File: src/pfc_pkg.sv
// ----------------------------------------------------------------------------
// pfc_pkg
// Shared types and constants for the Playfair digraph cipher core.
// ----------------------------------------------------------------------------
package pfc_pkg;

	localparam int LetterW = 5;
	localparam int Side    = 5;
	localparam int IdxW    = $clog2(Side);
	localparam int RowsW   = 2 * Side * LetterW;
	localparam int Row4W   = Side * LetterW;

	typedef logic [LetterW-1:0] letter_t;
	typedef logic [IdxW-1:0]    pos_t;
	typedef logic [Side-1:0][Side-1:0][LetterW-1:0] square_t;

	localparam letter_t LETTER_I = letter_t'(8);
	localparam letter_t LETTER_J = letter_t'(9);
	localparam letter_t LETTER_X = letter_t'(23);

	localparam logic [1:0] CFG_MODE     = 2'd0;
	localparam logic [1:0] CFG_ROWS_0_1 = 2'd1;
	localparam logic [1:0] CFG_ROWS_2_3 = 2'd2;
	localparam logic [1:0] CFG_ROW_4    = 2'd3;

	typedef struct packed {
		letter_t a;
		letter_t b;
		logic    last;
	} pair_t;

endpackage

File: src/pfc_pair_gen.sv
// ----------------------------------------------------------------------------
// pfc_pair_gen
// Input stage: holds the pending letter, forms digraphs per item and queues
// up to two pairs for substitution.
// ----------------------------------------------------------------------------
module pfc_pair_gen import pfc_pkg::*; (
	input  logic    clk,
	input  logic    arst_n,
	input  logic    in_valid,
	output logic    in_stall,
	input  letter_t letter_in,
	input  logic    message_end,
	input  logic    decrypt_mode,
	input  logic    take,
	output logic    pair_valid,
	output pair_t   pair
);

	logic    pend_v_q;
	letter_t pend_q;
	pair_t   pairs_s1 [2];
	logic [1:0] cnt_s1;

	logic    accept;
	logic    move;
	logic    nxt_v;
	letter_t nxt_l;
	pair_t   g0;
	pair_t   g1;
	logic [1:0] gcnt;

	assign pair_valid = (cnt_s1 != 2'd0);
	assign pair       = pairs_s1[0];
	assign move       = pair_valid && take;
	assign in_stall   = (cnt_s1 == 2'd2) || ((cnt_s1 == 2'd1) && !take);
	assign accept     = in_valid && !in_stall;

	always_comb begin
		nxt_v = pend_v_q;
		nxt_l = pend_q;
		g0    = '0;
		g1    = '0;
		gcnt  = 2'd0;
		if (pend_v_q) begin
			if (!decrypt_mode && (pend_q == letter_in)) begin
				g0.a  = pend_q;
				g0.b  = LETTER_X;
				nxt_l = letter_in;
			end else begin
				g0.a  = pend_q;
				g0.b  = letter_in;
				nxt_v = 1'b0;
				nxt_l = '0;
			end
			gcnt = 2'd1;
		end else begin
			nxt_v = 1'b1;
			nxt_l = letter_in;
		end
		if (message_end && nxt_v) begin
			if (gcnt == 2'd0) begin
				g0.a = nxt_l;
				g0.b = LETTER_X;
			end else begin
				g1.a = nxt_l;
				g1.b = LETTER_X;
			end
			gcnt  = gcnt + 2'd1;
			nxt_v = 1'b0;
			nxt_l = '0;
		end
		g0.last = (gcnt == 2'd1);
		g1.last = 1'b1;
	end

	always_ff @(posedge clk or negedge arst_n) begin
		if (!arst_n) begin
			pend_v_q <= 1'b0;
			pend_q   <= '0;
			cnt_s1   <= 2'd0;
		end else if (accept) begin
			pend_v_q <= nxt_v;
			pend_q   <= nxt_l;
			cnt_s1   <= gcnt;
		end else if (move) begin
			cnt_s1   <= cnt_s1 - 2'd1;
		end
	end

	always_ff @(posedge clk) begin
		if (accept) begin
			pairs_s1[0] <= g0;
			pairs_s1[1] <= g1;
		end else if (move) begin
			pairs_s1[0] <= pairs_s1[1];
		end
	end

endmodule

File: src/pfc_subst.sv
// ----------------------------------------------------------------------------
// pfc_subst
// Digraph substitution through the 5x5 key square (row, column, rectangle).
// ----------------------------------------------------------------------------
module pfc_subst import pfc_pkg::*; (
	input  square_t sq,
	input  logic    decrypt_mode,
	input  letter_t a,
	input  letter_t b,
	output letter_t x,
	output letter_t y
);

	pos_t r1, c1, r2, c2;
	pos_t r1n, c1n, r2n, c2n;

	// first match in row-major order wins; no match gives row 0, column 0
	always_comb begin
		letter_t la, lb;
		la = (a == LETTER_J) ? LETTER_I : a;
		lb = (b == LETTER_J) ? LETTER_I : b;
		r1 = '0; c1 = '0; r2 = '0; c2 = '0;
		for (int r = Side - 1; r >= 0; r--) begin
			for (int c = Side - 1; c >= 0; c--) begin
				if (sq[r][c] == la) begin
					r1 = pos_t'(r);
					c1 = pos_t'(c);
				end
				if (sq[r][c] == lb) begin
					r2 = pos_t'(r);
					c2 = pos_t'(c);
				end
			end
		end
	end

	function automatic pos_t step(input pos_t p, input logic back);
		pos_t res;
		if (back)
			res = (p == '0) ? pos_t'(Side - 1) : p - pos_t'(1);
		else
			res = (p == pos_t'(Side - 1)) ? '0 : p + pos_t'(1);
		return res;
	endfunction

	always_comb begin
		if (r1 == r2) begin
			r1n = r1;
			r2n = r2;
			c1n = step(c1, decrypt_mode);
			c2n = step(c2, decrypt_mode);
		end else if (c1 == c2) begin
			r1n = step(r1, decrypt_mode);
			r2n = step(r2, decrypt_mode);
			c1n = c1;
			c2n = c2;
		end else begin
			r1n = r1;
			r2n = r2;
			c1n = c2;
			c2n = c1;
		end
	end

	assign x = sq[r1n][c1n];
	assign y = sq[r2n][c2n];

endmodule

File: src/playfair_digraph_cipher_core.sv
// ----------------------------------------------------------------------------
// playfair_digraph_cipher_core
// Playfair cipher over a stream of letters with a software-loaded key square.
// ----------------------------------------------------------------------------
// One letter enters per item; results leave one letter per cycle while
// out_stall is low. An item gives 0, 2 or 4 results (4 when a doubled letter
// is split in encrypt mode and message_end pads the held letter). Each digraph
// occupies the output register until both its letters have left, first then
// second: a stream of distinct letters runs at one item per cycle (two items
// per pair) while out_stall is low, and an item that releases one or two pairs
// by itself (doubled letter, one-letter message) waits on the output register.
// The first letter of a pair is offered once the pair moves from the queue
// into the output register. A two-entry pair queue sits between the input and
// output stages, so input items are taken while a result waits on out_stall
// until a pair is queued behind it. Load the square (index 1..3) and mode
// (index 0) while the core is idle; cfg_ready is always high.
// ----------------------------------------------------------------------------
module playfair_digraph_cipher_core import pfc_pkg::*; (
	input  logic             clk,
	input  logic             arst_n,
	input  logic             in_valid,
	output logic             in_stall,
	input  letter_t          letter_in,
	input  logic             message_end,
	output logic             out_valid,
	input  logic             out_stall,
	output letter_t          letter_out,
	output logic             run_last,
	input  logic             cfg_valid,
	output logic             cfg_ready,
	input  logic [1:0]       cfg_index,
	input  logic [RowsW-1:0] cfg_data
);

	logic             mode_q;
	logic [RowsW-1:0] rows01_q;
	logic [RowsW-1:0] rows23_q;
	logic [Row4W-1:0] row4_q;
	square_t          sq;

	logic    take;
	logic    pair_valid;
	pair_t   pair;
	letter_t sub_x, sub_y;

	logic    vld_s2;
	logic    phase_s2;
	letter_t x_s2, y_s2;
	logic    last_s2;

	assign cfg_ready = 1'b1;

	always_ff @(posedge clk or negedge arst_n) begin
		if (!arst_n) begin
			mode_q   <= 1'b0;
			rows01_q <= '0;
			rows23_q <= '0;
			row4_q   <= '0;
		end else if (cfg_valid) begin
			case (cfg_index)
				CFG_MODE:     mode_q   <= cfg_data[0];
				CFG_ROWS_0_1: rows01_q <= cfg_data;
				CFG_ROWS_2_3: rows23_q <= cfg_data;
				CFG_ROW_4:    row4_q   <= cfg_data[Row4W-1:0];
				default:      ;
			endcase
		end
	end

	always_comb begin
		for (int c = 0; c < Side; c++) begin
			sq[0][c] = rows01_q[c*LetterW +: LetterW];
			sq[1][c] = rows01_q[(Side+c)*LetterW +: LetterW];
			sq[2][c] = rows23_q[c*LetterW +: LetterW];
			sq[3][c] = rows23_q[(Side+c)*LetterW +: LetterW];
			sq[4][c] = row4_q[c*LetterW +: LetterW];
		end
	end

	pfc_pair_gen u_pair_gen (
		.clk          (clk),
		.arst_n       (arst_n),
		.in_valid     (in_valid),
		.in_stall     (in_stall),
		.letter_in    (letter_in),
		.message_end  (message_end),
		.decrypt_mode (mode_q),
		.take         (take),
		.pair_valid   (pair_valid),
		.pair         (pair)
	);

	pfc_subst u_subst (
		.sq           (sq),
		.decrypt_mode (mode_q),
		.a            (pair.a),
		.b            (pair.b),
		.x            (sub_x),
		.y            (sub_y)
	);

	// output register frees after the second letter of its pair leaves
	assign take = !vld_s2 || (phase_s2 && !out_stall);

	always_ff @(posedge clk or negedge arst_n) begin
		if (!arst_n) begin
			vld_s2   <= 1'b0;
			phase_s2 <= 1'b0;
		end else if (take) begin
			vld_s2   <= pair_valid;
			phase_s2 <= 1'b0;
		end else if (vld_s2 && !out_stall) begin
			phase_s2 <= 1'b1;
		end
	end

	always_ff @(posedge clk) begin
		if (take && pair_valid) begin
			x_s2    <= sub_x;
			y_s2    <= sub_y;
			last_s2 <= pair.last;
		end
	end

	assign out_valid  = vld_s2;
	assign letter_out = phase_s2 ? y_s2 : x_s2;
	assign run_last   = phase_s2 & last_s2;

endmodule
File: config.mk
export PLATFORM = sky130hd
export DESIGN_NAME = playfair_digraph_cipher_core
export DESIGN_NICKNAME = d
export VERILOG_FILES = /design/src/pfc_pkg.sv /design/src/pfc_pair_gen.sv /design/src/pfc_subst.sv /design/src/playfair_digraph_cipher_core.sv
export SDC_FILE = /design/constraint.sdc
export NUM_CORES = 1
export LEC_CHECK = 0
export CORE_MARGIN = 5
export CORE_UTILIZATION = 40
export CTS_CLUSTER_SIZE = 16
export DETAILED_ROUTE_END_ITERATION = 6
export DONT_BUFFER_PORTS = 1
export PLACE_DENSITY = 0.52
export SLEW_MARGIN = 0
export SYNTH_ARGS = -nofsm -noshare
export SYNTH_HDL_FRONTEND = slang
export SYNTH_SLANG_ARGS = --single-unit
File: constraint.sdc
create_clock -name clk -period 4.88 [get_ports clk]
set_input_delay 0.976 -clock clk [delete_from_list [all_inputs] [get_ports clk]]
set_output_delay 0.976 -clock clk [all_outputs]
set_load 0.02 [all_outputs]
* Word level (Yosys, flattened, before mapping)
Memory sizes are Yosys's and may differ from the RTL's.
Cells that the tools add are included.
** Word-level totals
- Bits in registers :: 147
- Bits in latches :: 0
- Bits in writable memories :: 22
- Memory bits (read-only) :: 0
- Output and inout port bits :: 9
- Word-level logic and storage cells :: 274
- Memories :: 1
** Memory list
- u_pair_gen.pairs_s1 :: words 2, width 11, read ports 2, clocked after Yosys merged registers in 0, wr ports 2, RTL line pfc_pair_gen.sv:21 : pair_t pairs_s1 [2];
** Cells by class
- Add/subtract/negate cells :: 10
- Multiply operators :: 0
- Divide/modulo/power cells :: 0
- Magnitude comparators :: 4
- Equal/unequal tests :: 65
- Shift operators :: 0
- Muxes and demuxes :: 153
- Bitwise operators :: 2
- Reductions and logical operators :: 27
** Operators with widths (count)
- $mux 3 :: 118
- $eq 5x5->1 :: 51
- $bmux 25 s3 :: 2
- $mux 10 :: 5
- $mux 25 :: 2
- $mux 5 :: 9
- $bmux 5 s3 :: 2
- $lt 3x4->1 const B :: 4
- $add 3x1->3 const B :: 4
- $eq 3x3->1 const B :: 4
- $logic_not 3->1 :: 4
- $sub 3x1->3 const B :: 4
- $mux 1 :: 11
- $mux 11 :: 1
- $eq 5x4->1 const B :: 2
- $reduce_and 2->1 :: 4
- $logic_and 1x1->1 :: 7
- $eq 2x1->1 const B :: 3
- $eq 2x2->1 const B :: 3
- $eq 3x3->1 :: 2
- $mux 2 :: 3
- $reduce_bool 2->1 :: 3
- $logic_not 1->1 :: 5
- $logic_not 2->1 :: 2
- other kinds (5) :: 6

* Longest topological paths before layout
Gate-level depths: netlist of run 1.
An unclocked memory read counts as a cell.
- Word-level depth :: 38
- Depth in mapped cells :: 23

* Hierarchy
A second synthesis of run 1 with hierarchy kept.
** Unflattened totals
- Cell total of the unflattened synthesis :: 1344
- Area, all modules :: 13471.7 µm²
** By module, submodules not included
- pfc_subst :: instances 1, cells an instance 935, area an instance 7065.5 µm², seq. area each 0.0 µm²
- playfair_digraph_cipher_core :: instances 1, cells an instance 296, area an instance 5159.9 µm², seq. area each 3533.4 µm²
- pfc_pair_gen :: instances 1, cells an instance 113, area an instance 1246.2 µm², seq. area each 710.7 µm²

* Worst setup path after synthesis of run 1
OpenSTA, ideal clock, no wires.
- Path kind :: reg-to-reg
- Start point :: memory u_pair_gen.pairs_s1[0][2] in the netlist's numbering
- End point :: register x_s2[3], data pin
- Arrival :: 4.853 ns
- Data required time :: 4.613 ns
- Setup slack :: -0.241 ns
- Stages on the path, launching flop included :: 18
- Buffers on the path :: 4
- Path through :: edfxtp_1 buf_6 or4b_1 buf_2 buf_6 buf_6 and3_4 o21ai_2 nand4_2 nand4b_1 nor3b_4 xor2_2 nor3_2 mux2i_2 mux4_2 mux2_2 a22oi_1 o211ai_1
** RTL lines
- start, declared :: RTL line pfc_pair_gen.sv:21
- end signal, assigned :: RTL line playfair_digraph_cipher_core.sv:119 : x_s2 <= sub_x;
- end, declared :: RTL line playfair_digraph_cipher_core.sv:48 : letter_t x_s2, y_s2;

==> flow_metrics.tcl, run 1 <==
set metrics [dict create \
    final_nets 1634 \
    antenna_found_initial 0 \
    worst_ep_arrival_time_ns 5.27 \
    r2r-start "u_pair_gen.pairs_s1[0][5]" \
    synth_area_um2 13400 \
    layout-drive-gt1-share_pct 40.2 \
    finalSetupViolCount 9 \
    initial_core_util_pct 40.2 \
    final_cell_area_um2 17400 \
    final_util_pct 52.2 \
    synth.distinct_cells 86 \
    hpwl_um 37900 \
    syn_nets 1393 \
    synth-edff-count 28 \
    ys_seq_elements 164 \
    io_pins 72 \
    grt_first_pass_wirelength_um 74400 \
    outcome "finished, violations left" \
    place_area_um2 15700 \
    cts_tree "yes" \
    cts_buffers 17 \
    path_class "register to register" \
    path_cells "or4b_4, buf_6, buf_4, a21boi_2, nor3_1, buf_4, nor4_4, buf_4, nand2_1, o311a_1, or2_4, xnor2_4, nor4_4, mux2i_4, buf_12, mux4_2, mux2_4, a22oi_2, nand3_1" \
    vias 11500 \
    place_inst 1939 \
    tightest_slew_ns 0.941 \
    critPathMaxStageDelay_ns 0.67 \
    crit_top_cell "buf_4" \
    drt-initial-drc-count 998 \
    clock-sinks 164 \
    fmax_mhz 197 \
    startpoint_type "register" \
    async_flop_share_pct 82.9 \
    antenna_cells 0 \
    hold_path.class "primary input to asynchronous set/reset pin" \
    path_delay_family "simple AND/OR/NAND/NOR gates" \
    worst_path_max_delay_cell "or4b_4" \
    slew_viol_final 0 \
    hold_viol 0 \
    yosysWarningCount 0 \
    area_delta_synth_final_pct 30.0 \
    crit_required_ns 5.08 \
    ys_dominant_reg_cell "dfrtp_1" \
    fp.dieArea_um2 37200 \
    die-width_um 193 \
    finalWirelength_um 49200 \
    clk_pin_slew_ns 0.09 \
    synth_cells 1314 \
    stdcell_count 2016 \
    fin_crit_sh_pct 104 \
    syn_area_per_cell_um2 10.2 \
    seq_area_frac_synth_pct 31.8 \
    grt_pass1_vias 11500 \
    grt_setup_unrepaired "true" \
    yosysTopAreaCell "dfrtp_1" \
    wl_per_cell_um 24.4 \
    r2r_cells 19 \
    synth_area_leaders "dfrtp_1 25%, mux2_2 13%, xor2_1 7.2%, xnor2_1 7.1%, edfxtp_1 6.3%" \
    dr.pass1.iters 5 \
    grt_max_degree 137 \
    cap_violations 0 \
    violations "setup timing" \
    period_minus_slack_ns 5.07 \
    cts_max_level 4 \
    remaining_drc_errors 0 \
    cts-root-buf "clkbuf_16" \
    grtUsageTotal_pct 26.8 \
    fin_worst_skew_ns 0.0204 \
    gp_congestion 0.977 \
    worstSetupEndpointType "register" \
    post-place-ws_ns -0.461 \
    placementRows 67 \
    overflow 0 \
    r2r_end "y_s2[1]" \
    netlist.area_leader.share_pct 25.5 \
    dieHeight_um 193 \
    cp_max_fo 7 \
    cp.buffers_inverters 5 \
    fin_ws_ns -0.189 \
    rrSetupSlack_ns -0.19 \
    ctsHoldBuffers 0 \
    clock_path_buffers 2 \
    clock_latency_ns 0.47 \
    io_buffers 0 \
    avgViaCountPerCell 5.72 \
    core_um2 33300 \
    slew_headroom_pct 37.3 \
    ant_nets 0 \
]
-- worst max-delay path by stage --
stage                     slack, ns  endpoint                       from  cells past startpoint
after global routing          -0.35   y_s2[0]  u_pair_gen.pairs_s1[0][8]                     19
final                         -0.19   y_s2[1]  u_pair_gen.pairs_s1[0][5]                     19
after global placement        -0.35   x_s2[3]  u_pair_gen.pairs_s1[0][8]                     22
after CTS                     -0.15   y_s2[1]  u_pair_gen.pairs_s1[0][5]                     17
after detailed placement      -0.46   x_s2[3]  u_pair_gen.pairs_s1[0][9]                     23
after floorplan               -0.09   y_s2[2]  u_pair_gen.pairs_s1[0][2]                     19
-- layer usage --
layer | wire length (um) | up-vias | share of wire [%] | GRT usage [%]
met4 | 2170 | 0 | 4.4 | 11.6
met3 | 2680 | 97 | 5.4 | 5.39
met5 | 0 | - | 0 | 0
li1 | - | 5301 | - | -
met1 | 21600 | 5782 | 44 | 35.6
met2 | 22700 | 344 | 46 | 42.5
-- state kept, by name, summed over array words and instances (netlist names) --
register,count
x_s2,5
y_s2,5
last_s2,1
mode_q,1
out_valid,1
u_pair_gen.pend_q,5
row4_q,25
u_pair_gen.cnt_s1,2
rows23_q,50
phase_s2,1
u_pair_gen.pend_v_q,1
u_pair_gen.pairs_s1,17
rows01_q,50
-- synth_stat cells (17+ instances only) --
| cell type | number |
|---|---|
| mux2_2 | 150 |
| dfrtp_1 | 136 |
| xor2_1 | 110 |
| xnor2_1 | 108 |
| mux2i_1 | 79 |
| nand2_1 | 60 |
| a21oi_1 | 50 |
| nor3_1 | 47 |
| nor2_1 | 35 |
| and3_1 | 33 |
| o21ai_0 | 31 |
| buf_2 | 30 |
| inv_1 | 29 |
| nand4_1 | 29 |
| nor4_1 | 29 |
| edfxtp_1 | 28 |
| clkbuf_1 | 26 |
| mux4_2 | 26 |
| a22oi_1 | 19 |
| nor2b_1 | 18 |
| nand3_1 | 17 |
-- through the flow --
step           hold slack (ns)  TNS, ns
2_1_floorplan            0.400   -0.246
3_3_place_gp             0.414    -2.25
3_5_place_dp             0.412    -2.95
4_1_cts                  0.176   -0.631
5_1_grt                  0.184    -2.88
6_report                 0.203    -1.11
-- final cells by class --
| type | instances | area, um^2 |
|---|---|---|
| clock inverters | 15 | 183 |
| clock buffers | 17 | 425 |
| flip-flops and latches | 164 | 4240 |
| well taps | 448 | 561 |
| fillers | 3015 | 15900 |
| multi-input cells | 1037 | 9200 |
| repair buffers | 306 | 2660 |
| inverters | 29 | 109 |
-- placed cells by master (no fill, tap or decap), types with 15 or more instances in the layout --
cell type,synthesis,layout
buf_12,0,15
nand4_1,29,29
dfrtp_1,136,136
inv_1,29,27
clkbuf_16,0,17
mux2i_1,79,75
nor4_1,29,21
buf_4,5,256
mux4_2,26,26
xnor2_1,108,107
buf_6,8,30
nor2_1,35,33
nor2b_1,18,18
nor3_1,47,37
nand2_1,60,60
mux2_2,150,142
and3_1,33,25
xor2_1,110,108
edfxtp_1,28,28
a21oi_1,50,47
o21ai_0,31,23
-- cells by family (layout without fill, tap and decap cells) --
kind of cell | Yosys count | count (layout) | share of synthesized area (%)
and+or+nand+nor | 335 | 335 | 14.6
muxes | 258 | 258 | 23.3
xor gates and xnor gates | 219 | 219 | 14.4
AOI/OAI and AO/OA | 208 | 208 | 10.3
DFF | 164 | 164 | 31.8
buffers and inverters | 113 | 367 | 4.04
adders and majority gates | 16 | 16 | 1.50
other | 1 | 1 | 0.0281
-- repair_timing --
action / 4_1_cts / 5_1_grt
buffers inserted: 37 / 8
resized for setup: 126 / 38
setup endpoints to repair: 10 / 10
pin swaps: 48 / 17
cloned: 3 / 0
Power of run 1 is left out: the tool's default activity adds up to more than one toggle a clock period on the data nets, which glitch-free logic cannot reach.
==> run 2, diff against run 1 <==
--- a/config.mk
+++ b/config.mk
@@ -10,6 +10,7 @@
 export CTS_CLUSTER_SIZE = 16
 export DETAILED_ROUTE_END_ITERATION = 6
 export DONT_BUFFER_PORTS = 1
+export GPL_TIMING_DRIVEN = 0
 export PLACE_DENSITY = 0.52
 export SLEW_MARGIN = 0
 export SYNTH_ARGS = -nofsm -noshare
==> run 2 against run 1 <==
  * The run still ends with setup timing left
  * Critical path type unchanged
  * Critical path depth grew 1
  * Clock skew grew 0.0046 ns
  * Maximum frequency shrank 6.6%
==> flow_metrics.tcl, run 2 (synthesized netlist as in run 1, its figures left out) <==
set metrics [dict create \
    outcome "finished, violations left" \
    violations "setup timing" \
    slew_headroom_pct 23.2 \
    cp_max_fo 10 \
    wl_met1_um 22500 \
    remaining_drc_errors 0 \
    dr.pass1.iters 5 \
    hold_viol 0 \
    gp_congestion 1.00 \
    critPathMaxStageDelay_ns 0.52 \
    cp.buffers_inverters 6 \
    fmax_mhz 184 \
    ant_nets 0 \
    cap_violations 0 \
    place_area_um2 13900 \
    final_common_cell "mux2_2" \
    finalWirelength_um 53300 \
    grt_pass1_vias 11100 \
    period_minus_slack_ns 5.43 \
    top_layer_used "met4" \
    vias 11400 \
    register_area_um2 4240 \
    multi_input_area_um2 9390 \
    grt_setup_unrepaired "true" \
    cts_buffers 17 \
    hold_slack_ns 0.219 \
    fill_cells 3033 \
    avgViaCountPerCell 6.12 \
    crit_required_ns 5.05 \
    clock-sinks 164 \
    hold_path.class "primary input to asynchronous set/reset pin" \
    worstSetupEndpointType "register" \
    grt_max_degree 137 \
    final_util_pct 48.7 \
    finalSetupViolCount 10 \
    startpoint_type "register" \
    wl_met2_um 23900 \
    final_nets 1480 \
    post-place-ws_ns -2.01 \
    fp.dieArea_um2 37200 \
    final_cell_area_um2 16200 \
    wl_per_cell_um 28.6 \
    path_class "register to register" \
    dieHeight_um 193 \
    fin_worst_skew_ns 0.0249 \
    grt_first_pass_wirelength_um 77100 \
    die-width_um 193 \
    initial_core_util_pct 40.2 \
    layout-drive-gt1-share_pct 33.3 \
    path_delay_family "simple AND/OR/NAND/NOR gates" \
    clock_latency_ns 0.47 \
    core_um2 33300 \
    fin_ws_ns -0.545 \
    cts-root-buf "clkbuf_16" \
    tightest_slew_ns 1.15 \
    cts_tree "yes" \
    io_pins 72 \
    slew_viol_final 0 \
    overflow 0 \
    area_delta_synth_final_pct 21.4 \
    wl_met3_um 3970 \
    worst_path_max_delay_cell "mux4_2" \
    clk_pin_slew_ns 0.07 \
    grtUsageTotal_pct 28.8 \
    drt-initial-drc-count 1195 \
    worst_ep_arrival_time_ns 5.59 \
    reg_top3 "rows01_q x50, rows23_q x50, row4_q x25" \
    final_cell_mix "145 x mux2_2, 136 x dfrtp_1, 108 x xor2_1" \
    cts_max_level 4 \
    antenna_found_initial 1 \
    path_cells "buf_6, buf_4, buf_4, buf_4, xor2_1, nor4_4, o21ai_1, and2_1, o31a_1, o311a_1, or2_4, xnor2_4, nor4_4, buf_6, mux2i_4, buf_6, mux4_2, mux2_4, a22oi_2, nand3_2" \
    placementRows 67 \
    fin_crit_sh_pct 111 \
    hpwl_um 39900 \
    clock_path_buffers 2 \
    io_buffers 0 \
]
==> run 2: area by class of cell <==
| type | count | share of cell area, % |
|---|---|---|
| inverter | 29 | 0.671 |
| tap | 448 | 3.46 |
| clock inverter | 12 | 0.810 |
| multi-input combinational | 1037 | 57.9 |
| antenna | 1 | 0.0154 |
| buffer | 81 | 3.93 |
| timing repair buffer | 71 | 4.17 |
| sequential | 164 | 26.2 |
| clock buffer | 20 | 2.88 |
==> run 2: stage by stage <==
stage                     TNS (ns)  std cells
after floorplan             -0.246       1314
after global placement      -18.12       1762
after detailed placement    -18.18       1762
after CTS                    -3.01       1850
after global routing         -5.52       1863
final                        -4.23       1863
==> run 2: path summary, 6_finish.rpt <==
path | start | endpoint | slack, ns | depth (start not counted)
max in group asynchronous | arst_n | rows23_q[22] | 4.37 | 0
setup reg to reg | u_pair_gen.pairs_s1[0][3] | y_s2[4] | -0.55 | 20
hold / removal | arst_n | rows01_q[37] | 0.22 | 0
min in group clk | u_pair_gen.pairs_s1[0][0] | last_s2 | 0.42 | 0
setup / recovery | u_pair_gen.pairs_s1[0][3] | y_s2[4] | -0.55 | 20
hold reg to reg | u_pair_gen.pairs_s1[0][0] | last_s2 | 0.42 | 0
==> run 2: routing by layer <==
metal | vias up | track usage (%)
met5 | - | 0
met4 | 0 | 14.2
met3 | 118 | 6.26
met2 | 503 | 44.5
met1 | 5769 | 38.2
li1 | 5008 | -
==> run 2: what timing repair did <==
action,4_1_cts,5_1_grt
pin swaps,43,16
cloned,6,2
setup endpoints to repair,10,10
hold buffers,0,0
resized for setup,214,34
setup buffers,53,10
Power of run 2 is left out for the same reason.
==> run 3, diff against run 2 <==
--- a/config.mk
+++ b/config.mk
@@ -15,4 +15,5 @@
 export SLEW_MARGIN = 0
 export SYNTH_ARGS = -nofsm -noshare
 export SYNTH_HDL_FRONTEND = slang
+export SYNTH_HIERARCHICAL = 1
 export SYNTH_SLANG_ARGS = --single-unit
==> run 3 against run 2 <==
  * The run still ends with setup timing left
  * Utilization decreased by 0.31 points
  * Maximum frequency fell by 1.5%
  * Non-clock buffer count shrank 23
  * Register-to-register slack worse by 0.09 ns
  * Synthesized area grew 0.81%
  * Sequential cell count is the same
  * Cell count is 0.16% higher
  * Sequential share of layout area is 0.099 points higher
  * Highest routed layer unchanged
==> flow_metrics.tcl, run 3 <==
set metrics [dict create \
    drt-initial-drc-count 772 \
    die-width_um 194 \
    synth_cells 1344 \
    fp.dieArea_um2 37500 \
    antenna_cells 0 \
    wl_per_cell_um 28.3 \
    fin_ws_ns -0.631 \
    critPathMaxStageDelay_ns 0.62 \
    worstSetupEndpointType "register" \
    clock_latency_ns 0.45 \
    hold_viol 0 \
    grt_pass1_vias 11200 \
    finalSetupViolCount 10 \
    synth-edff-count 28 \
    ys_seq_elements 164 \
    fmax_mhz 181 \
    final_cell_mix "148 x mux2_2, 136 x dfrtp_1, 120 x xor2_1, 120 x mux2i_1, 94 x xnor2_1" \
    cap_violations 0 \
    io_pins 72 \
    yosysWarningCount 6 \
    placementRows 67 \
    ctsHoldBuffers 0 \
    synth.distinct_cells 85 \
    cts_max_level 4 \
    layout-drive-gt1-share_pct 31.2 \
    overflow 0 \
    synth_area_um2 13500 \
    avgViaCountPerCell 6.11 \
    seq_area_frac_synth_pct 31.5 \
    violations "setup timing" \
    cp_max_fo 8 \
    dieHeight_um 194 \
    worst_path_max_delay_cell "or4b_4" \
    synth_area_leaders "dfrtp_1 25%, mux2_2 13%, mux2i_1 9.4%, xor2_1 7.9%, edfxtp_1 6.2%" \
    crit_top_cell "buf_6" \
    core_um2 33400 \
    cts-root-buf "clkbuf_16" \
    grt_max_degree 137 \
    hold_slack_ns 0.217 \
    antenna_found_initial 0 \
    grtUsageTotal_pct 27.5 \
    gp_congestion 1.01 \
    synth_common_cells "155 x mux2_2, 136 x dfrtp_1, 126 x mux2i_1" \
    outcome "finished, violations left" \
    syn_nets 1423 \
    clk_pin_slew_ns 0.07 \
    netlist.area_leader.share_pct 25.3 \
    ant_nets 0 \
    syn_area_per_cell_um2 10.0 \
    slew_headroom_pct 37.4 \
    yosysTopAreaCell "dfrtp_1" \
    yosys.cell_count.top_type "mux2_2" \
    finalWirelength_um 52800 \
    cts_buffers 17 \
    hold_path.class "primary input to asynchronous set/reset pin" \
    cts_tree "yes" \
    ys_dominant_reg_cell "dfrtp_1" \
    tightest_slew_ns 0.940 \
    dr.pass1.iters 7 \
    final_common_cell "mux2_2" \
    fin_worst_skew_ns 0.00884 \
    path_delay_family "simple AND/OR/NAND/NOR gates" \
    fill_cells 3164 \
    clock_path_buffers 2 \
    crit_required_ns 5.07 \
    initial_core_util_pct 40.4 \
    startpoint_type "register" \
    path_cells "buf_6, or4b_4, buf_6, buf_6, and3_4, o21ai_4, nand4b_1, or4b_4, nor3_4, xor2_4, buf_12, nor3_4, buf_6, mux2i_4, buf_6, mux2i_2, mux2i_1, mux2_2, a22o_1, or3_4" \
    final_nets 1484 \
    worst_ep_arrival_time_ns 5.70 \
    hpwl_um 40400 \
    io_buffers 0 \
    grt_setup_unrepaired "true" \
    fin_crit_sh_pct 113 \
    vias 11400 \
    remaining_drc_errors 0 \
    post-place-ws_ns -2.19 \
    period_minus_slack_ns 5.51 \
    cp.buffers_inverters 6 \
    slew_viol_final 0 \
    async_flop_share_pct 82.9 \
    area_delta_synth_final_pct 19.9 \
    clock-sinks 164 \
    reg_top3 "rows01_q x50, rows23_q x50, row4_q x25" \
    path_class "register to register" \
    grt_first_pass_wirelength_um 77200 \
]
-- run 3: metrics by stage --
step | TNS, ns | instance area (um^2) | std cells | utilization, %
2_1_floorplan | -1.53 | 13600 | 1344 | -
3_3_place_gp | -20.82 | 14100 | 1792 | 42.4
3_5_place_dp | -20.65 | 14100 | 1793 | 42.4
4_1_cts | -6.05 | 15800 | 1861 | 47.5
5_1_grt | -7.18 | 16200 | 1866 | 48.4
6_report | -5.78 | 16200 | 1866 | 48.4
-- run 3: timing repair --
item,CTS,global route
endpoints found under the setup margin,10,10
resized for setup,185,68
buffers inserted,40,7
gates cloned,1,0
pin swaps,37,36
-- run 3: layout make-up --
class	instances	area, um^2	share of cell area (%)
Tap cell	448	561	3.47
Buffer	81	593	3.67
Inverter	28	105	0.650
Sequential cell	164	4240	26.3
Clock buffer	19	454	2.81
Clock inverter	13	163	1.01
Timing Repair Buffer	48	485	3.00
Multi-Input combinational cell	1065	9550	59.1
-- run 3: path summary, 6_finish.rpt --
check	from	cells past startpoint	endpoint	slack (ns)
hold reg to reg	u_pair_gen/pairs_s1[0][0]	0	last_s2	0.43
max in group asynchronous	arst_n	0	rows01_q[25]	4.40
hold / removal	arst_n	0	row4_q[6]	0.22
setup / recovery	u_pair_gen/pairs_s1[0][7]	20	x_s2[0]	-0.63
min in group clk	u_pair_gen/pairs_s1[0][0]	0	last_s2	0.43
setup reg to reg	u_pair_gen/pairs_s1[0][7]	20	x_s2[0]	-0.63
-- run 3: per-layer routing --
layer	GRT usage [%]	wire, um	vias up
li1	-	-	5072
met1	36.5	22200	5761
met2	43.9	24300	457
met3	5.10	3770	107
met4	12.2	2500	0
met5	0	0	-
-- run 3: cell families after synthesis --
kind of cell             synth area share (%)
adder cells (fa/ha/maj)                  1.49
multiplexers                             24.0
buffers and inverters                    4.11
AND/OR/NAND/NOR                          14.0
XOR/XNOR                                 14.2
AO/OA/AOI/OAI                            10.7
other                                  0.0278
flip-flops                               31.5
Power of run 3 is left out for the same reason.
